`config.mk`:
```
export PLATFORM = sky130hd
export DESIGN_NAME = vln_div
export DESIGN_NICKNAME = d
export VERILOG_FILES = /design/src/hw/rtl/vln_pkg.sv /design/src/hw/rtl/vln_div.sv
export SDC_FILE = /design/constraint.sdc
export NUM_CORES = 2
export LEC_CHECK = 0
export BUFFER_PORTS_ARGS = -buffer_cell sky130_fd_sc_hd__clkbuf_2
export CAP_MARGIN = 20
export CELL_PAD_IN_SITES_DETAIL_PLACEMENT = 1
export CELL_PAD_IN_SITES_GLOBAL_PLACEMENT = 2
export CORE_MARGIN = 4
export CORE_UTILIZATION = 49
export CTS_BUF_LIST = sky130_fd_sc_hd__clkbuf_4
export DETAILED_ROUTE_END_ITERATION = 6
export PLACE_DENSITY_LB_ADDON = 0.1
export SYNTH_ARGS = -nofsm -noshare
export SYNTH_HDL_FRONTEND = slang
export SYNTH_SLANG_ARGS = --single-unit
```
`constraint.sdc`:
```
create_clock -name clk -period 7.8 [get_ports clk]
set_input_delay 0.78 -clock clk [delete_from_list [all_inputs] [get_ports clk]]
set_output_delay 0.78 -clock clk [all_outputs]
set_load 0.005 [all_outputs]
```
`src/hw/rtl/vln_pkg.sv`:
```
// Package for the vector length normalize unit.
// Holds the request and result payload types, the field widths, the dimension limits and the value of one.
// Used by every module in hw/rtl.
package vln_pkg;

  // Field widths of the request and result payloads.
  localparam int unsigned COMP_W   = 16;
  localparam int unsigned UNIT_W   = 16;
  localparam int unsigned MAG_W    = 17;
  localparam int unsigned MSQ_W    = 33;
  localparam int unsigned DIM_W    = 3;
  localparam int unsigned QUOT_W   = 16;
  localparam int unsigned LANES    = 4;

  // Dimension register limits and reset value.
  localparam logic [DIM_W-1:0] DIM_MIN   = 3'd2;
  localparam logic [DIM_W-1:0] DIM_MAX   = 3'd4;
  localparam logic [DIM_W-1:0] DIM_RESET = 3'd4;

  // Q1.14 value of one.
  localparam logic [QUOT_W:0] UNIT_ONE = 17'd16384;

  typedef struct packed {
    logic signed [COMP_W-1:0] comp_x;
    logic signed [COMP_W-1:0] comp_y;
    logic signed [COMP_W-1:0] comp_z;
    logic signed [COMP_W-1:0] comp_w;
  } vln_in_t;

  typedef struct packed {
    logic signed [UNIT_W-1:0] unit_x;
    logic signed [UNIT_W-1:0] unit_y;
    logic signed [UNIT_W-1:0] unit_z;
    logic signed [UNIT_W-1:0] unit_w;
    logic [MAG_W-1:0]         magnitude;
    logic [MSQ_W-1:0]         magnitude_squared;
    logic                     zero_length;
  } vln_out_t;

endpackage

```
`src/hw/rtl/vln_div.sv`:
```
// Four-lane pipelined restoring divider, one quotient bit per register stage.
// Returns floor(mag * 2^15 / divisor) for each lane. Depends on vln_pkg.
module vln_div import vln_pkg::*; #(
  parameter int unsigned DW    = 17,
  parameter int unsigned MW    = 16,
  parameter int unsigned TAG_W = 8
) (
  input  logic                        clk,
  input  logic                        rst_n,
  input  logic                        en,
  input  logic                        in_valid,
  input  logic [DW-1:0]               in_div,
  input  logic [LANES-1:0][MW-1:0]    in_mag,
  input  logic [TAG_W-1:0]            in_tag,
  output logic                        out_valid,
  output logic [LANES-1:0][QUOT_W-1:0] out_quot,
  output logic [TAG_W-1:0]            out_tag
);

  localparam int unsigned STEPS = QUOT_W;

  logic                              valid_r [1:STEPS];
  logic [DW-1:0]                     div_r   [1:STEPS];
  logic [LANES-1:0][DW:0]            rem_r   [1:STEPS];
  logic [LANES-1:0][QUOT_W-1:0]      quot_r  [1:STEPS];
  logic [TAG_W-1:0]                  tag_r   [1:STEPS];

  for (genvar k = 0; k < STEPS; k++) begin : g_step
    logic                          s_valid;
    logic [DW-1:0]                 s_div;
    logic [LANES-1:0][DW:0]        cur;
    logic [LANES-1:0][QUOT_W-1:0]  s_quot;
    logic [TAG_W-1:0]              s_tag;
    logic [LANES-1:0][DW:0]        rem_nxt;
    logic [LANES-1:0][QUOT_W-1:0]  quot_nxt;

    // The first step compares the magnitude itself, later ones the doubled remainder.
    if (k == 0) begin : g_src_in
      assign s_valid = in_valid;
      assign s_div   = in_div;
      assign s_quot  = '0;
      assign s_tag   = in_tag;
      for (genvar i = 0; i < LANES; i++) begin : g_ld
        assign cur[i] = (DW+1)'(in_mag[i]);
      end
    end else begin : g_src_reg
      assign s_valid = valid_r[k];
      assign s_div   = div_r[k];
      assign s_quot  = quot_r[k];
      assign s_tag   = tag_r[k];
      for (genvar i = 0; i < LANES; i++) begin : g_sh
        assign cur[i] = {rem_r[k][i][DW-1:0], 1'b0};
      end
    end

    // Trial subtraction in every lane.
    for (genvar i = 0; i < LANES; i++) begin : g_lane
      logic ge;
      assign ge          = (cur[i] >= (DW+1)'(s_div));
      assign rem_nxt[i]  = ge ? (cur[i] - (DW+1)'(s_div)) : cur[i];
      assign quot_nxt[i] = {s_quot[i][QUOT_W-2:0], ge};
    end

    always_ff @(posedge clk) begin
      if (!rst_n) begin
        valid_r[k+1] <= 1'b0;
      end else if (en) begin
        valid_r[k+1] <= s_valid;
      end
    end

    always_ff @(posedge clk) begin
      if (en) begin
        div_r[k+1]  <= s_div;
        rem_r[k+1]  <= rem_nxt;
        quot_r[k+1] <= quot_nxt;
        tag_r[k+1]  <= s_tag;
      end
    end
  end

  assign out_valid = valid_r[STEPS];
  assign out_quot  = quot_r[STEPS];
  assign out_tag   = tag_r[STEPS];

endmodule

```
# --- Yosys cells after proc, flatten, opt, wreduce, memory -nomap -nowiden ---
# Memory sizes are Yosys's and may differ from the RTL's.
# Index checks and enable logic that the tools add are counted.
op_classes:
  n_addsub: 64
  magnitude_cmp: 64
  n_mux: 85
  n_bitwise: 16
op_table:
  columns: ["cell", "count"]
  rows:
  - ["18-bit two-way mux", 64]
  - ["18-bit by 17-bit >= comparator with 1-bit output", 60]
  - ["18-bit by 17-bit subtractor with 18-bit output", 60]
  - ["16-bit by 17-bit subtractor with 18-bit output", 4]
  - ["16-bit by 17-bit >= comparator with 1-bit output", 4]
  - ["1-bit two-way mux", 21]
  - ["1-bit OR", 16]
totals:
  register_bits: 0
  mem_bits_rw: 2592
  input_bits: 93
  out_inout_bits: 73
  wordCells: 234
  mem_count: 5
memory_table:
  columns: ["name", "depth", "width", "read_ports", "rd_clocked_by_memory_dff", "wr", "line", "text"]
  rows:
  - ["rem_r", 16, 72, 15, 0, 16, "vln_div.sv:24", "logic [LANES-1:0][DW:0] rem_r [1:STEPS];"]
  - ["quot_r", 16, 64, 16, 0, 16, "vln_div.sv:25", "logic [LANES-1:0][QUOT_W-1:0] quot_r [1:STEPS];"]
  - ["div_r", 16, 17, 15, 0, 16, "vln_div.sv:23", "logic [DW-1:0] div_r [1:STEPS];"]
  - ["tag_r", 16, 8, 16, 0, 16, "vln_div.sv:26", "logic [TAG_W-1:0] tag_r [1:STEPS];"]
  - ["valid_r", 16, 1, 16, 0, 16, "vln_div.sv:22", "logic valid_r [1:STEPS];"]

# --- Longest topological paths before layout ---
logic_depth:
  word_depth: 4
  depth_mapped: 14
  mapped_depth_nobuf: 12

# --- Least setup slack after synthesis ---
# Ideal clock, no wire load.
synth_timing:
  kind: "input port to flip-flop"
  startpoint: "input port in_mag[0] (netlist bit)"
  endpoint: "register, netlist name rem_r[0][81]"
  setup_time_ps: 260
  arrival_ps: 3345
  required_time_ps: 7540
  setup_slack_ps: 4196
  cell_stages: 14
  path_buffers: 2
  cell_sequence: "inv_1 > ha_1 > fa_1 > nor2b_1 > o21ai_0 > a21boi_0 > nor2b_1 > nor3_1 > or3_1 > buf_2 > o21ai_1 > a21oi_2 > buf_2 > mux2_2"
synth_lines:
  columns: ["element", "line", "text"]
  rows:
  - ["start: declaration", "vln_div.sv:13", "input logic [LANES-1:0][MW-1:0] in_mag,"]

==> impl_metrics.toml <==
[global_route]
grtUsageTotal_pct = 30.5
first_global_vias = 91500
grt_max_degree = 176
grt_first_pass_wirelength_um = 564000
gr-total-overflow = 0
antenna_found_initial = 11

[finish]
fill_cells = 25200
nets = 12300
fin_area_mm2 = 0.129
synthToLayoutAreaGrowth_pct = 11.1
layout-drive-gt1-share_pct = 12.6

[route]
drc = 0
route.met3.wl_um = 16500
routed-wl-met2_um = 194000
vias = 86600
antenna_left = 0
wl_met1_um = 147000
viasPerCell = 5.93
wl_per_cell_um = 26.1
drt-initial-drc-count = 5709
routed.top_layer = "met5"
routed_wirelength_um = 381000
firstDrtPassIters = 6

[logic_synthesis]
netlist.area_leader.share_pct = 50.6
syn_nets = 11600
synth_commonest_cells = "edfxtp_1, ha_1, nand2_1"
netlist_top_cells_area = "edfxtp_1, ha_1, o21ai_0, a21oi_1, nand2_1"
synth_edf_count = 1963
ys_seq_elements = 1963
ys_warn_count = 0
synthesis.area_mm2 = 0.117
ys_seq_area_share_pct = 50.6
yosysMostFrequentCell = "edfxtp_1"
yosys.area.top_type = "edfxtp_1"
synthDistinctLibCells = 85
syn_avg_cell_area_um2 = 11.2
ys.flop_type = "edfxtp_1"
synthCells = 10400
async_reset_ff_share_pct = 0

[floorplanning]
die_x_um = 496
die_h_um = 496
io_pins = 166
coreArea_mm2 = 0.236
dieArea_mm2 = 0.246
fp-row-count = 178
floorplan.initialDensity_pct = 49.4

[power]
worst_ir_drop_vdd_uv = 280
p_per_area_mw_per_mm2 = 425
p_leak_nw = 52.2

[run]
cap_violations = 0

[sta]
min_period_ns = 4.34
finalSetupTns_ns = 0
clock.fmax_mhz = 230
rsz0062_at_grt = "no"
timing.max_slew.rel_slack_pct = 21.1
hold_viol = 0
skew_ns = 0.132
fin_crit_sh_pct = 55.7
setup_viol_count_final = 0
drv_slew = 0
worst-slew-pin-transition_ns = 1.18

[placed_design]
numPortBuffers = 165
place_congestion = 0.949
dp_hpwl_um = 293000
place_area_mm2 = 0.121

[critical_path]
cp.arrival_ns = 5.42
reg2reg_slack_ns = 3.46
critPathMaxFanout = 27
reg2reg_depth = 10
critPathRequiredTime_ns = 8.88
crit_type = "reg2reg"
end_kind = "register"
startpoint_type = "register"

[clock_tree]
cts_buffers = 566
tritoncts = "done"
clockRootBuffer = "clkbuf_4"
htree_levels = 6
clock_latency_ns = 1.42
clock_path_buffers = 4
cts_setup_buffers = 0
cts_hold_buffers = 108
clkTransAtPathRegs_ns = 0.06
post_cts_resized = 0
clock-sinks = 1963

[hold_path]
min_path_cells = 2
hp-class = "in2reg"

[status]
outcome = "finished, final reports clean"
==> cell families (layout without fill, tap and decap cells) <==
kind of cell / after synthesis / count (layout) / share of synthesized area (%)
other: 0 / 14 / 0
muxes: 300 / 300 / 2.89
and+or+nand+nor: 2538 / 2538 / 10.2
AOI/OAI and AO/OA: 2920 / 2920 / 15.5
buffers and inverters: 755 / 1819 / 2.47
xor gates and xnor gates: 766 / 766 / 5.76
adders and majority gates: 1140 / 1140 / 12.6
DFF: 1963 / 1963 / 50.6
==> worst max-delay path, cell delays in order (launching register included) <==
cell and delay, ns:
edfxtp_1 0.53, inv_1 0.22, ha_1 0.39, nor2b_1 0.19, o31ai_2 0.32, a21oi_1 0.24, or2_2 0.40, a41o_1 0.28
nand4_1 0.11, or4b_1 0.92, mux2_2 0.47
==> report_power, final <==
part	total (mW)	switching [mW]	internal, mW
Clock	9.69	4.57	5.11
Sequential	19.5	3.08	16.4
Combinational	25.8	15.3	10.4
==> cell type report <==
type	instances	area, um^2	area share (%)
clock buffer	748	5620	4.34
multi-input combinational	7664	54900	42.4
tap	3150	3940	3.04
timing repair buffer	344	2660	2.06
clock inverter	186	1300	1.00
antenna	14	35.0	0.0271
inverter	541	2030	1.57
sequential	1963	58900	45.5
==> cells in the final DEF, fill, tap and decap left out, types with 156 or more instances in the layout <==
cell / count
a21o_1: 334
a21oi_1: 718
clkbuf_2: 164
clkbuf_4: 748
edfxtp_1: 1963
ha_1: 1080
inv_1: 540
mux2_2: 283
nand2_1: 950
nand2b_1: 156
nor2_1: 600
nor2b_1: 159
o21ai_0: 925
xnor2_1: 393
xor2_1: 373
==> registers in the layout, indices dropped and copies added (netlist names) <==
register  flops
valid_r      16
tag_r       128
div_r       255
quot_r      544
rem_r      1020
==> final timing paths <==
kind | startpoint | endpoint
setup / recovery | div_r[0][121] | rem_r[0][617]
setup reg to reg | div_r[0][121] | rem_r[0][617]
hold reg to reg | quot_r[2][3] | quot_r[2][68]
hold / removal | in_tag[4] | tag_r[0][12]
==> per-stage QoR <==
step | std cells | hold slack (ns) | total power [mW] | util [%] | setup slack, ns
after floorplan | 10400 | 0.400 | 35.8 | - | 4.20
after global placement | 13500 | 0.400 | 44.1 | 51.4 | 3.43
after detailed placement | 13500 | 0.405 | 45.0 | 51.4 | 3.40
after CTS | 14600 | 0.00638 | 55.1 | 54.8 | 3.47
after global routing | 14600 | 0.0145 | 58.6 | 54.9 | 3.32
final | 14600 | 0.158 | 55.0 | 54.9 | 3.46
==> layer usage <==
layer	vias to the layer above	global-route usage (%)
li1	40500	-
met1	43000	35.1
met2	2301	54.5
met3	894	4.41
met4	4	17.0
met5	-	0
(Power assumes the default switching activity.)
