### src/hw/rtl/vln_pkg.sv
// Package for the vector length normalize unit.
// Holds the request and result payload types, the field widths, the dimension limits and the value of one.
// Used by every module in hw/rtl.
package vln_pkg;

  // Field widths of the request and result payloads.
  localparam int unsigned COMP_W   = 16;
  localparam int unsigned UNIT_W   = 16;
  localparam int unsigned MAG_W    = 17;
  localparam int unsigned MSQ_W    = 33;
  localparam int unsigned DIM_W    = 3;
  localparam int unsigned QUOT_W   = 16;
  localparam int unsigned LANES    = 4;

  // Dimension register limits and reset value.
  localparam logic [DIM_W-1:0] DIM_MIN   = 3'd2;
  localparam logic [DIM_W-1:0] DIM_MAX   = 3'd4;
  localparam logic [DIM_W-1:0] DIM_RESET = 3'd4;

  // Q1.14 value of one.
  localparam logic [QUOT_W:0] UNIT_ONE = 17'd16384;

  typedef struct packed {
    logic signed [COMP_W-1:0] comp_x;
    logic signed [COMP_W-1:0] comp_y;
    logic signed [COMP_W-1:0] comp_z;
    logic signed [COMP_W-1:0] comp_w;
  } vln_in_t;

  typedef struct packed {
    logic signed [UNIT_W-1:0] unit_x;
    logic signed [UNIT_W-1:0] unit_y;
    logic signed [UNIT_W-1:0] unit_z;
    logic signed [UNIT_W-1:0] unit_w;
    logic [MAG_W-1:0]         magnitude;
    logic [MSQ_W-1:0]         magnitude_squared;
    logic                     zero_length;
  } vln_out_t;

endpackage

### src/hw/rtl/vln_isqrt.sv
// Pipelined integer square root, one root bit per register stage.
// Carries a side tag alongside each value. Depends on vln_pkg.
module vln_isqrt import vln_pkg::*; #(
  parameter int unsigned W     = 33,
  parameter int unsigned TAG_W = 8
) (
  input  logic                  clk,
  input  logic                  rst_n,
  input  logic                  en,
  input  logic                  in_valid,
  input  logic [W-1:0]          in_val,
  input  logic [TAG_W-1:0]      in_tag,
  output logic                  out_valid,
  output logic [(W+1)/2-1:0]    out_root,
  output logic [TAG_W-1:0]      out_tag
);

  localparam int unsigned RW = (W + 1) / 2;

  logic              valid_r [1:RW];
  logic [RW:0]       rem_r   [1:RW];
  logic [RW-1:0]     root_r  [1:RW];
  logic [2*RW-1:0]   bits_r  [1:RW];
  logic [TAG_W-1:0]  tag_r   [1:RW];

  for (genvar k = 0; k < RW; k++) begin : g_step
    logic              s_valid;
    logic [RW:0]       s_rem;
    logic [RW-1:0]     s_root;
    logic [2*RW-1:0]   s_bits;
    logic [TAG_W-1:0]  s_tag;
    logic [RW+2:0]     cur;
    logic [RW+2:0]     trial;
    logic [RW+2:0]     diff;
    logic              ge;

    if (k == 0) begin : g_src_in
      assign s_valid = in_valid;
      assign s_rem   = '0;
      assign s_root  = '0;
      assign s_bits  = (2*RW)'(in_val);
      assign s_tag   = in_tag;
    end else begin : g_src_reg
      assign s_valid = valid_r[k];
      assign s_rem   = rem_r[k];
      assign s_root  = root_r[k];
      assign s_bits  = bits_r[k];
      assign s_tag   = tag_r[k];
    end

    // Bring down the next two bits and try the next root bit.
    assign cur   = {s_rem, s_bits[2*RW-1 -: 2]};
    assign trial = (RW+3)'({s_root, 2'b01});
    assign diff  = cur - trial;
    assign ge    = (cur >= trial);

    always_ff @(posedge clk) begin
      if (!rst_n) begin
        valid_r[k+1] <= 1'b0;
      end else if (en) begin
        valid_r[k+1] <= s_valid;
      end
    end

    // The remainder never exceeds twice the root, so its low bits hold it.
    always_ff @(posedge clk) begin
      if (en) begin
        rem_r[k+1]  <= ge ? diff[RW:0] : cur[RW:0];
        root_r[k+1] <= {s_root[RW-2:0], ge};
        bits_r[k+1] <= {s_bits[2*RW-3:0], 2'b00};
        tag_r[k+1]  <= s_tag;
      end
    end
  end

  assign out_valid = valid_r[RW];
  assign out_root  = root_r[RW];
  assign out_tag   = tag_r[RW];

endmodule

### config.mk
export PLATFORM = sky130hd
export DESIGN_NAME = vln_isqrt
export DESIGN_NICKNAME = d
export VERILOG_FILES = /design/src/hw/rtl/vln_pkg.sv /design/src/hw/rtl/vln_isqrt.sv
export SDC_FILE = /design/constraint.sdc
export NUM_CORES = 1
export LEC_CHECK = 0
export ABC_AREA = 1
export BUFFER_PORTS_ARGS = -buffer_cell sky130_fd_sc_hd__buf_4
export CORE_MARGIN = 10
export CORE_UTILIZATION = 40
export DETAILED_ROUTE_END_ITERATION = 10
export PLACE_DENSITY_LB_ADDON = 0.08
export SLEW_MARGIN = 10
export SYNTH_ARGS = -nofsm -noshare
export SYNTH_HDL_FRONTEND = slang
export SYNTH_SLANG_ARGS = --single-unit
### constraint.sdc
create_clock -name clk -period 2.05 [get_ports clk]
set_clock_uncertainty 0.1 [all_clocks]
set_input_delay 0.3075 -clock clk [delete_from_list [all_inputs] [get_ports clk]]
set_output_delay 0.3075 -clock clk [all_outputs]
set_load 0.01 [all_outputs]
=== After elaboration in Yosys (flattened, before gate mapping) ===
Memories as Yosys holds them, arrays and structs flattened.
Cells that the tools add are included.

* $add $sub $neg: 17
* Multiplexer cells: 39
* Bitwise gates (word level): 17
* $lt $le $gt $ge: 17

{| class="wikitable"
|+ Operators with widths
! operator !! number
|-
| 20-bit by 19-bit >= comparator with 1-bit output || 16
|-
| 18-bit 2-to-1 mux || 17
|-
| 18-bit subtractor || 16
|-
| 1-bit 2-to-1 mux || 22
|-
| 1-bit bitwise OR || 17
|-
| 1-bit by 1-bit subtractor with 2-bit output, second input constant || 1
|-
| 1-bit >= comparator, second input constant || 1
|}

* RAM bits: 1,292
* Bits in registers: 0
* Input port bits: 45
* Output and inout bits: 26
* Memories: 5

{| class="wikitable"
|+ Memory list
! name !! depth !! bits a word !! read ports !! clocked after Yosys merged registers in !! write ports !! RTL line !! text
|-
| bits_r || 17 || 32 || 16 || 0 || 17 || vln_isqrt.sv:23 || <nowiki>logic [2*RW-1:0] bits_r [1:RW];</nowiki>
|-
| rem_r || 17 || 18 || 16 || 0 || 17 || vln_isqrt.sv:21 || <nowiki>logic [RW:0] rem_r [1:RW];</nowiki>
|-
| root_r || 17 || 17 || 17 || 0 || 17 || vln_isqrt.sv:22 || <nowiki>logic [RW-1:0] root_r [1:RW];</nowiki>
|-
| tag_r || 17 || 8 || 17 || 0 || 17 || vln_isqrt.sv:24 || <nowiki>logic [TAG_W-1:0] tag_r [1:RW];</nowiki>
|-
| valid_r || 17 || 1 || 17 || 0 || 17 || vln_isqrt.sv:20 || <nowiki>logic valid_r [1:RW];</nowiki>
|}

=== Longest topological paths before layout ===
* Depth after elaboration: 4
* Depth in mapped cells: 14
* Depth with buffers taken out: 13

=== Worst setup path after synthesis ===
Ideal clock, no wire load.

* Path type: reg-to-reg
* Start point: register, netlist name rem_r[0][271]
* End point: register, netlist name rem_r[0][305]
* Clock period less this slack: 2.002 ns
* Cell stages (with the launch flop): 11
* Library setup time: 0.256 ns
* Data arrival time: 1.646 ns
* Required time: 1.694 ns
* Setup slack: 0.048 ns
* Cells stage by stage: edfxtp_1 -> ha_1 -> a21oi_2 -> nand2_1 -> nand2_1 -> nand2_2 -> nand2_2 -> nand2_2 -> a21oi_4 -> buf_6 -> a21oi_1

==> results.md <==
- Total gr overflow: 0
- Die ar.: between 100000 and 150000 µm²
- Total number of vias: between 20000 and 30000
- Critical setup path kind: reg -> reg
- Launching element type of the critical path: register
- GRT Overall Usage: roughly 16%
- F_max: between 0.4 and 0.5 GHz
- CP Max Fanout: 8
- Starting utilization of the core area: between 40% and 50%
- Clk sink count: around 840
- Worst-case headroom to the max-slew limit: between 60% and 70%
- RSZ-0062 raised after global routing: yes
- Post-Route Utilization: a little under three fifths
- Ports: 71
- X dimension of the die: roughly 340 µm
- Leakage component of the power: 23.8 nW
- Final hold vios: 0
- Cell at the root of the clock tree: sky130_fd_sc_hd__clkbuf_16
- Synthesized area per cell: between 10 and 15 µm²
- Most common cell after layout, fill and taps aside: sky130_fd_sc_hd__edfxtp_1
- Final Power: roughly 50 mW
- Wire length of the first global-routing pass: about 150 mm
- Fin. max-slew vios: 0
- Final GP Congestion: roughly 0.88
- Pre-CTS setup slack: -0.212 ns
- Yosys warning total: 0
- Worst path required time: approximately 2.4 ns
- Largest net degree at the start of global routing: 84
- Netlist area before placement: 40200 µm²
- Count of nets after finishing: approximately 5000
- Total inserted antenna cells: 0
- DRC: 0
- Insertion delay to the later sink of the worst-skew pair: between 0.6 and 0.7 ns
- Buffers from clock root to sink, at most: 3
- Number of synthesized flops with an enable pin: 842
- Synth Net Count: between 4000 and 5000
- Antenna viol nets, final: 0
- Site row count: 116
- Count of input and output buffers: 70
- DIE HEIGHT: around 340 µm
- Peak supply drop: 0.608 mV
- Core Footprint: ~100000 µm²
- Post-detailed-routing wire length: a little under 100 mm
- Fraction of registers with async set or reset after synthesis: 0%
- Num CTS Buffers: between 90 and 100
- Min cycle time layout: approximately 2.1 ns
- Pwr dens: 887 nW/µm²
- Multi-input logic area: between 15000 and 20000 µm²
- Clock transition at the registers of the reported paths: ~0.060 ns
- Dominant synthesized flop cell: sky130_fd_sc_hd__edfxtp_1
- Number of filler cells placed in the layout: around 8500
- Number of DRC violations after detailed-routing iteration 0: about 1500
- Worst Tran Pin Value: 0.522 ns
- Least setup slack across all paths after layout: -0.0806 ns
- Final cycle utilization of the critical path: 104%
- Number of setup violations in the final report: 91
- # H-tree levels: 3
- CP Data Arrival Time: about 2.5 ns
- Detailed Routing Iterations Pass 1: 6
- Number of antenna violations at the first check in global routing: 0
- Total area of sequential cells: between 20000 and 30000 µm²
- Type of the most critical hold path: in -> reg
- Placed wire-length estimate after detailed placement: slightly below 70 mm
- Synth-to-Final Area Change: 40.2%
- Clock tree from TritonCTS: built
- Max-cap violations: 0
- Synth cell types: 50
- FF+latch count, synth: 842
- Violations in the final reports: setup timing
- WL/cell: 15.6 µm
- Synthesized instance count: roughly 3800
- Number of global-route vias before repair: about 28000
- Proportion of layout cells with a drive suffix above 1: 39.3%
- Average vias per placed instance: 4.71
- Status: finished with violations
- Share of the yosys chip area belonging to registers: a little over three fifths
- Commonest cells after routing, fill and taps aside: sky130_fd_sc_hd__edfxtp_1, sky130_fd_sc_hd__buf_4, sky130_fd_sc_hd__nand2_1
- Worst Setup End Kind: register
## state kept, by name (all words and copies together) (netlist names)
| signal | flops |
|---|---|
| bits_r | 272 |
| root_r | 153 |
| tag_r | 136 |
| valid_r | 17 |
| rem_r | 264 |
## Yosys cell counts, types with 3 or more instances
library cell               number  area, µm²
sky130_fd_sc_hd__a21o_1         3       22.5
sky130_fd_sc_hd__a21oi_1      136        681
sky130_fd_sc_hd__a21oi_2       40        350
sky130_fd_sc_hd__and3_1         3       18.8
sky130_fd_sc_hd__buf_2          4       20.0
sky130_fd_sc_hd__buf_4          5       37.5
sky130_fd_sc_hd__buf_6         16        180
sky130_fd_sc_hd__edfxtp_1     842      25300
sky130_fd_sc_hd__ha_1         170       2130
sky130_fd_sc_hd__inv_1        560       2100
sky130_fd_sc_hd__inv_2         11       41.3
sky130_fd_sc_hd__nand2_1     1066       4000
sky130_fd_sc_hd__nand2_2       20        125
sky130_fd_sc_hd__nand2_4        4       45.0
sky130_fd_sc_hd__nand3_1      199        996
sky130_fd_sc_hd__nand3_2        7       70.1
sky130_fd_sc_hd__nand3b_1      33        248
sky130_fd_sc_hd__nand4_1       60        375
sky130_fd_sc_hd__nor2_1       319       1200
sky130_fd_sc_hd__nor2_2        13       81.3
sky130_fd_sc_hd__nor2_4         5       56.3
sky130_fd_sc_hd__nor3_1        32        160
sky130_fd_sc_hd__nor4_1         4       25.0
sky130_fd_sc_hd__o21a_1         4       30.0
sky130_fd_sc_hd__o21ai_0       80        400
sky130_fd_sc_hd__o21ai_1       43        215
sky130_fd_sc_hd__o21ai_2       17        149
sky130_fd_sc_hd__o21bai_1       6       45.0
sky130_fd_sc_hd__or2_2          5       31.3
sky130_fd_sc_hd__xnor2_1       43        377
sky130_fd_sc_hd__xor2_1        58        508
## worst max-delay path, cell delays in order, from the launching register on
cell	delay, ns
sky130_fd_sc_hd__edfxtp_1	0.45
sky130_fd_sc_hd__ha_4	0.30
sky130_fd_sc_hd__a21oi_4	0.17
sky130_fd_sc_hd__o21ai_4	0.08
sky130_fd_sc_hd__a21boi_2	0.14
sky130_fd_sc_hd__buf_6	0.13
sky130_fd_sc_hd__buf_6	0.12
sky130_fd_sc_hd__nand4_4	0.19
sky130_fd_sc_hd__buf_4	0.20
## power breakdown
part / internal (mW) / switching [mW]
combinational: 5.49 / 6.12
sequential: 20.9 / 1.03
clock: 9.70 / 6.78
total: 36.1 / 13.9
## what timing repair did
action	4_1_cts	5_1_grt
gates cloned	8	9
endpoints found under the hold margin	56	0
setup buffers	78	112
hold buffers	43	0
pin swaps	98	294
setup endpoints to repair	241	253
resized for setup	337	746
## area by class of cell
class,count,area share [%]
Multi-Input combinational cell,2395,29.6
Clock buffer,113,4.30
Timing Repair inverter,2,0.0355
Clock inverter,56,1.04
Inverter,573,3.93
Sequential cell,842,44.8
Timing Repair Buffer,907,13.4
Tap cell,1298,2.88
## logic make-up after synthesis
family	Yosys count	share of synthesized area, %
compound gates	338	4.91
xor+xnor	101	2.20
fa+ha+maj	170	5.29
buf+inv	600	5.99
flops	842	62.8
other cells	1	0.00932
simple gates	1781	18.8
## metrics by stage
step / TNS (ns) / area, µm² / hold WS (ns) / instances
2_1_floorplan: 0 / 40200 / 0.300 / 3833
3_3_place_gp: -20.58 / 46900 / 0.300 / 5772
3_5_place_dp: -22.58 / 46900 / 0.305 / 5772
4_1_cts: -1.07 / 52900 / 0.0240 / 6069
5_1_grt: -14.80 / 56400 / 0.0685 / 6186
6_report: -3.32 / 56400 / 0.0698 / 6186
## metal layers
layer / part of all wire (%) / up-vias / track usage (%) / wire [µm]
met5: 0 / - / 0 / 0
met4: 2.6 / 0 / 5.37 / 2540
met3: 3.3 / 146 / 2.33 / 3140
met2: 49 / 409 / 27.7 / 47700
met1: 45 / 13800 / 21.3 / 42900
li1: - / 14800 / - / -
## worst paths after layout
path	start	endpoint	slack, ns	depth (start not counted)
hold reg to reg	tag_r[0][19]$_DFFE_PP_	tag_r[0][27]$_DFFE_PP_	0.31	0
hold / removal	rst_n	valid_r[0][1]$_DFFE_PP_	0.07	3
setup / recovery	rem_r[0][55]$_DFFE_PP_	root_r[0][68]$_DFFE_PP_	-0.08	8
setup reg to reg	rem_r[0][55]$_DFFE_PP_	root_r[0][68]$_DFFE_PP_	-0.08	8
Note: power is estimated with default switching activity, not from simulation.
