File: src/hw/rtl/vln_pkg.sv
// Package for the vector length normalize unit.
// Holds the request and result payload types, the field widths, the dimension limits and the value of one.
// Used by every module in hw/rtl.
package vln_pkg;

  // Field widths of the request and result payloads.
  localparam int unsigned COMP_W   = 16;
  localparam int unsigned UNIT_W   = 16;
  localparam int unsigned MAG_W    = 17;
  localparam int unsigned MSQ_W    = 33;
  localparam int unsigned DIM_W    = 3;
  localparam int unsigned QUOT_W   = 16;
  localparam int unsigned LANES    = 4;

  // Dimension register limits and reset value.
  localparam logic [DIM_W-1:0] DIM_MIN   = 3'd2;
  localparam logic [DIM_W-1:0] DIM_MAX   = 3'd4;
  localparam logic [DIM_W-1:0] DIM_RESET = 3'd4;

  // Q1.14 value of one.
  localparam logic [QUOT_W:0] UNIT_ONE = 17'd16384;

  typedef struct packed {
    logic signed [COMP_W-1:0] comp_x;
    logic signed [COMP_W-1:0] comp_y;
    logic signed [COMP_W-1:0] comp_z;
    logic signed [COMP_W-1:0] comp_w;
  } vln_in_t;

  typedef struct packed {
    logic signed [UNIT_W-1:0] unit_x;
    logic signed [UNIT_W-1:0] unit_y;
    logic signed [UNIT_W-1:0] unit_z;
    logic signed [UNIT_W-1:0] unit_w;
    logic [MAG_W-1:0]         magnitude;
    logic [MSQ_W-1:0]         magnitude_squared;
    logic                     zero_length;
  } vln_out_t;

endpackage

File: src/hw/rtl/vln_sumsq.sv
// Front stages: component magnitudes, squares and the saturated sum of squares.
// Four register stages. Depends on vln_pkg.
module vln_sumsq import vln_pkg::*; #(
  parameter int unsigned CB = 16,
  parameter int unsigned SW = 33
) (
  input  logic                    clk,
  input  logic                    rst_n,
  input  logic                    en,
  input  logic                    in_valid,
  input  vln_in_t                 in_data,
  input  logic [DIM_W-1:0]        dim,
  output logic                    out_valid,
  output logic [SW-1:0]           out_sum,
  output logic [LANES-1:0][CB-1:0] out_mag,
  output logic [LANES-1:0]        out_neg
);

  localparam int unsigned FULL_W = 2 * CB + 2;

  logic [LANES-1:0][COMP_W-1:0] raw;
  logic [LANES-1:0][CB-1:0]     mag_nxt;
  logic [LANES-1:0]             neg_nxt;
  logic [LANES-1:0]             use_lane;

  logic                          va_r, vb_r, vc_r, vd_r;
  logic [LANES-1:0][CB-1:0]      mag_a_r, mag_b_r, mag_c_r, mag_d_r;
  logic [LANES-1:0]              neg_a_r, neg_b_r, neg_c_r, neg_d_r;
  logic [LANES-1:0][2*CB-1:0]    sq_b_r;
  logic [2*CB:0]                 p0_c_r, p1_c_r;
  logic [FULL_W-1:0]             sum_full;
  logic [SW-1:0]                 sum_d_r;

  assign raw = {in_data.comp_w, in_data.comp_z, in_data.comp_y, in_data.comp_x};

  // Lanes in use: x and y always, z from three, w from four; out-of-range codes clamp.
  always_comb begin
    use_lane = 4'b0011;
    if (dim > DIM_MIN) begin
      use_lane[2] = 1'b1;
    end
    if (dim >= DIM_MAX) begin
      use_lane[3] = 1'b1;
    end
  end

  // Absolute value and sign of each used component.
  for (genvar i = 0; i < LANES; i++) begin : g_abs
    logic [CB+COMP_W-1:0] ext;
    logic [CB-1:0]        v;
    assign ext = {{CB{1'b0}}, raw[i]};
    assign v = use_lane[i] ? ext[CB-1:0] : '0;
    assign neg_nxt[i] = v[CB-1];
    assign mag_nxt[i] = v[CB-1] ? (~v + 1'b1) : v;
  end

  // Pipeline registers.
  always_ff @(posedge clk) begin
    if (!rst_n) begin
      va_r <= 1'b0;
      vb_r <= 1'b0;
      vc_r <= 1'b0;
      vd_r <= 1'b0;
    end else if (en) begin
      va_r <= in_valid;
      vb_r <= va_r;
      vc_r <= vb_r;
      vd_r <= vc_r;
    end
  end

  assign sum_full = FULL_W'(p0_c_r) + FULL_W'(p1_c_r);

  always_ff @(posedge clk) begin
    if (en) begin
      mag_a_r <= mag_nxt;
      neg_a_r <= neg_nxt;
      for (int i = 0; i < LANES; i++) begin
        sq_b_r[i] <= (2*CB)'(mag_a_r[i]) * (2*CB)'(mag_a_r[i]);
      end
      mag_b_r <= mag_a_r;
      neg_b_r <= neg_a_r;
      p0_c_r  <= (2*CB+1)'(sq_b_r[0]) + (2*CB+1)'(sq_b_r[1]);
      p1_c_r  <= (2*CB+1)'(sq_b_r[2]) + (2*CB+1)'(sq_b_r[3]);
      mag_c_r <= mag_b_r;
      neg_c_r <= neg_b_r;
      // Sum saturates where it outgrows the sum width.
      sum_d_r <= (|sum_full[FULL_W-1:SW]) ? '1 : sum_full[SW-1:0];
      mag_d_r <= mag_c_r;
      neg_d_r <= neg_c_r;
    end
  end

  assign out_valid = vd_r;
  assign out_sum   = sum_d_r;
  assign out_mag   = mag_d_r;
  assign out_neg   = neg_d_r;

endmodule

File: config.mk
export PLATFORM = sky130hd
export DESIGN_NAME = vln_sumsq
export DESIGN_NICKNAME = d
export VERILOG_FILES = /design/src/hw/rtl/vln_pkg.sv /design/src/hw/rtl/vln_sumsq.sv
export SDC_FILE = /design/constraint.sdc
export NUM_CORES = 2
export LEC_CHECK = 0
export ABC_AREA = 1
export BUFFER_PORTS_ARGS = -buffer_cell sky130_fd_sc_hd__clkbuf_2
export CAP_MARGIN = 20
export CORE_ASPECT_RATIO = 1.75
export CORE_UTILIZATION = 44
export CTS_CLUSTER_SIZE = 16
export DETAILED_ROUTE_END_ITERATION = 16
export PLACE_DENSITY = 0.67
export SLEW_MARGIN = 25
export SYNTH_ARGS = -nofsm -noshare
export SYNTH_HDL_FRONTEND = slang
export SYNTH_SLANG_ARGS = --single-unit
File: constraint.sdc
create_clock -name clk -period 12.5 [get_ports clk]
set_clock_uncertainty 0.2 [all_clocks]
set_input_delay 0 -clock clk [delete_from_list [all_inputs] [get_ports clk]]
set_output_delay 0 -clock clk [all_outputs]
set_load 0.01 [all_outputs]
# Word-level counts from Yosys, hierarchy flattened
# Index checks and enable logic that the tools add are counted.
dict set report word_totals {
  regBits 503
  inputBits 71
  out_inout_bits 102
  elab_cells 60
}
dict set report classes {
  addsub 7
  mul 4
  mux 8
  bitwise_logic 4
  n_lt_le_gt_ge 2
}
# op n
set op_table {}
lappend op_table {{$mul 16x16->32} 4}
lappend op_table {{$add 32x32->33} 2}
lappend op_table {{$add 16x1->16 const B} 4}
lappend op_table {{$not 16->16} 4}
lappend op_table {{$mux 15} 4}
lappend op_table {{$add 33x33->34} 1}
lappend op_table {{$mux 16} 2}
lappend op_table {{$ge 3x3->1 const B} 1}
lappend op_table {{$gt 3x2->1 const B} 1}
lappend op_table {{$mux 1} 2}

# Longest topological paths before layout
dict set report logic_depth {
  ltp_word 6
  mapped_depth 27
}

# Least setup slack after synthesis
# No wires, ideal clock.
dict set report synth_path {
  path_kind {reg2reg}
  startpoint {register mag_a_r[9] (netlist bit)}
  endpoint {register sq_b_r[24] (netlist bit) (data pin)}
  setup_ps 253
  arrival_ps 5199
  path_stages_with_launch 25
  t_required_ps 12047
  setup_slack_ps 6848
  cell_sequence {edfxtp_1 clkbuf_1 nand2_1 inv_1 fa_1 inv_1 fa_1 inv_1 fa_1 inv_1 fa_1 inv_1 fa_1 inv_1 fa_1 inv_1 ha_1 nand2_1 inv_1 a21oi_1 nor2_1 o21ai_0 nand3_1 nand2_1 nand2_1}
}
dict set report synth_between {
  elab_chain_len 1
}
# element line_no
set synth_rtl {}
lappend synth_rtl {{start, declared} vln_sumsq.sv:27} ;# logic [LANES-1:0][CB-1:0] mag_a_r, mag_b_r, mag_c_r, mag_d_r;
lappend synth_rtl {{start signal, assigned} vln_sumsq.sv:76} ;# mag_a_r <= mag_nxt;
lappend synth_rtl {{$mul 16x16->32} vln_sumsq.sv:79} ;# sq_b_r[i] <= (2*CB)'(mag_a_r[i]) * (2*CB)'(mag_a_r[i]);
lappend synth_rtl {{end signal, assigned by index} vln_sumsq.sv:79}
lappend synth_rtl {{end, declared} vln_sumsq.sv:29} ;# logic [LANES-1:0][2*CB-1:0] sq_b_r;
# Every way passes these cells.
# A chain may end at the register's enable or synchronous reset.

# Worst setup path in the final report
dict set report layout_path {
  startpoint {register mag_a_r[2] (netlist bit)}
  endpoint {register sq_b_r[29] (netlist bit) (data pin)}
}
# The elaborated chain is that of the path after synthesis.

==> results.toml <==
[synthesis]
postSynthAreaPerCell_um2 = 8.567
yosysTopAreaCellShare_pct = 27.30
yosysWarningCount = 0
synth_seq_area_share_pct = 27.45
synth_compound_area_share_pct = 4.268
synth_edf_count = 491
synth_top_family_by_area = "adder cells"
synth_adder_area_share_pct = 35.87
synth_async_sr_flop_share_pct = 0
synth_top_cells_by_area = "edfxtp_1 (27%), fa_1 (24%), ha_1 (12%), inv_1 (11%), nand2_1 (11%)"
synth_seq_cells = 495
synthDistinctLibCells = 48
ys.flop_type = "edfxtp_1"
synthSimpleGateAreaFrac_pct = 17.02
synth_top_cell_by_area = "edfxtp_1"
synthMuxAreaShare_pct = 0.03707
syn_inst = 6303
synthesis.nets = 7532
synthXorXnorAreaFrac_pct = 3.098
syn_area_um2 = 54000

[global_route]
gr-usage-met1_pct = 22.46
grt_start_max_net_pins = 108
grtUsageMet2_pct = 46.18
overflow = 0
grt_pass1_vias = 44376
use_met3_pct = 2.273
grt.total_usage_pct = 23.29
antenna_found_initial = 1
grt_first_pass_wirelength_um = 224900
busiest_layer = "met2"

[cells_and_area]
synthToLayoutAreaGrowth_pct = 10.61
fin_nets = 7797
drive_gt1_share_pct = 4.570
nFillCells = 11550

[clock_tree]
cts_buffers = 50
clk_path_buf_depth = 3
clk-insertion-delay-late_ns = 0.66
cts_tree = "done"
post_cts_resize_count = 0
root_buffer = "clkbuf_16"
postCtsSetupBuffers = 0
hold_buffers = 161
htreeDepth = 2
clock-sinks = 495
path_clk_slew_ns = 0.07

[floorplan]
die_h_um = 465.4
coreArea_um2 = 121400
initial_core_util_pct = 44.49
dieWidth_um = 266.8
io_pins = 173
rows = 169
dieArea_um2 = 124200

[drt]
drt_pass1_iterations = 8
vias_per_cell = 4.958
drc = 0
finalWirelength_um = 140300
vias = 40816
wire_per_inst_um = 17.04
drt-initial-drc-count = 1845
antenna_left = 0

[place]
numPortBuffers = 172
dp_hpwl_um = 114200
place_congestion = 0.9843

[timing]
worst_pin_slew_ns = 0.9680
finalSetupViolCount = 0
finalCritPeriodShare_pct = 52.79
hold_violations = 0
max_clock_freq_mhz = 151.6
grt_setup_unrepaired = "no"
maxSlewHeadroom_pct = 35.47
setup_tns_ns = 0
fin_crit_ns = 6.598
slew_violations = 0

[worst_setup_path]
cp_max_fo = 19
endpoint_kind = "register"
crit_type = "reg -> reg"
required_ns = 12.71
startpoint_type = "register"
cp_data_arrival_time_ns = 6.81

[worst_hold_path]
hold_class = "in -> reg"

[run_status]
status = "completed"

[flow_run]
max-cap-violations = 0
synthesized netlist by cell type, types with 2 or more instances:
master    number
nand3_2        3
a31oi_1        4
dfxtp_1        4
ha_1         508
inv_1       1616
buf_6          4
nand2_2        8
clkbuf_1     121
a21boi_0       7
a21o_1         6
nand3_1      229
xor2_1       163
o21ai_1        8
fa_1         650
a31o_2         4
and2_1         8
edfxtp_1     491
nand3b_1       6
xnor2_1       28
o21bai_1      24
nor3_1        56
nand2_1     1552
inv_2          3
or2_2         14
o211ai_1       2
nor2_1       341
a21oi_1      214
o21ai_0      146
buf_4          3
o21a_1         9
nor3_2         2
mux2i_1        2
nor2_2         2
nor4_1         6
nand4_1       46
worst max-delay path, cell delays in order (launching register included):
cell      delay [ns]
edfxtp_1        0.74
nand2_1         0.26
inv_1           0.08
fa_1            0.53
inv_1           0.06
fa_1            0.53
inv_1           0.05
fa_1            0.51
inv_1           0.06
fa_1            0.52
inv_1           0.05
fa_1            0.48
inv_1           0.05
fa_1            0.48
inv_1           0.04
ha_1            0.34
nand2_1         0.16
o21ai_0         0.51
inv_1           0.09
nand3_1         0.27
nand3_1         0.15
nand3_1         0.11
nand2_1         0.06
logic make-up (layout without fill, tap and decap cells):
group,after synthesis,after routing
and+or+nand+nor,2278,2278
buffers and inverters,1751,2056
adders and majority gates,1158,1158
DFF,495,495
AOI/OAI and AO/OA,428,428
xor gates and xnor gates,191,191
muxes,2,2
other,0,1
stage by stage:
step / setup slack, ns / util [%] / hold slack [ns] / area (um^2) / cells
2_1_floorplan: 6.848 / - / -0.1011 / 54000 / 6303
4_1_cts: 5.972 / 49.21 / 0.04588 / 59720 / 8232
3_3_place_gp: 5.990 / 46.51 / 0.009932 / 56450 / 7979
3_5_place_dp: 5.989 / 46.51 / 0.003726 / 56450 / 7979
5_1_grt: 5.710 / 49.21 / 0.1141 / 59730 / 8233
6_report: 5.902 / 49.21 / 0.1063 / 59730 / 8233
layer usage:
metal  part of all wire (%)  routed length, um
met1                     34              48330
met2                     55              77740
met3                    3.2               4428
met4                    7.0               9787
met5                      0                  0
registers in the layout, indices dropped and copies added, names as in the netlist, 33 cells and up:
name,cells
sq_b_r,120
p0_c_r,33
out_mag,64
mag_b_r,64
out_sum,33
mag_a_r,64
p1_c_r,33
mag_c_r,64
cell usage in the layout (no fill, tap or decap), types with 7 or more instances in the layout:
cell type	n
o21a_1	9
a21boi_0	7
fa_1	650
inv_1	1616
o21bai_1	24
edfxtp_1	491
nor2_1	341
o21ai_0	146
clkbuf_16	50
a21oi_1	214
ha_1	508
dlygate4sd3_1	161
clkbuf_1	7
nand4_1	46
clkinvlp_4	8
and2_1	8
o21ai_1	8
nand2_2	8
buf_4	10
or2_2	14
clkbuf_2	171
nand2_1	1552
nand3_1	229
xnor2_1	28
xor2_1	163
nor3_1	56
worst paths after layout:
kind,slack [ns],end,depth (start not counted),from
setup / recovery,5.90,sq_b_r[29]$_DFFE_PP_,22,mag_a_r[2]$_DFFE_PP_
hold / removal,0.11,mag_a_r[47]$_SDFFCE_PN0P_,5,in_data[30]
setup reg to reg,5.90,sq_b_r[29]$_DFFE_PP_,22,mag_a_r[2]$_DFFE_PP_
hold reg to reg,0.21,out_mag[27]$_DFFE_PP_,0,mag_c_r[27]$_DFFE_PP_
area by class of cell:
| class | count | area (um^2) | share of cell area, % |
|---|---|---|---|
| Multi-Input combinational cell | 4057 | 32560 | 54.51 |
| Sequential cell | 495 | 14820 | 24.82 |
| Inverter | 1621 | 6087 | 10.19 |
| Timing Repair Buffer | 343 | 2557 | 4.282 |
| Tap cell | 1624 | 2032 | 3.402 |
| Clock buffer | 60 | 1319 | 2.208 |
| Clock inverter | 32 | 349.1 | 0.5845 |
| Antenna cell | 1 | 2.502 | 0.004190 |
Power is not shown: default switching activity piles up to over one toggle a cycle in this logic, so the estimate is an artifact.
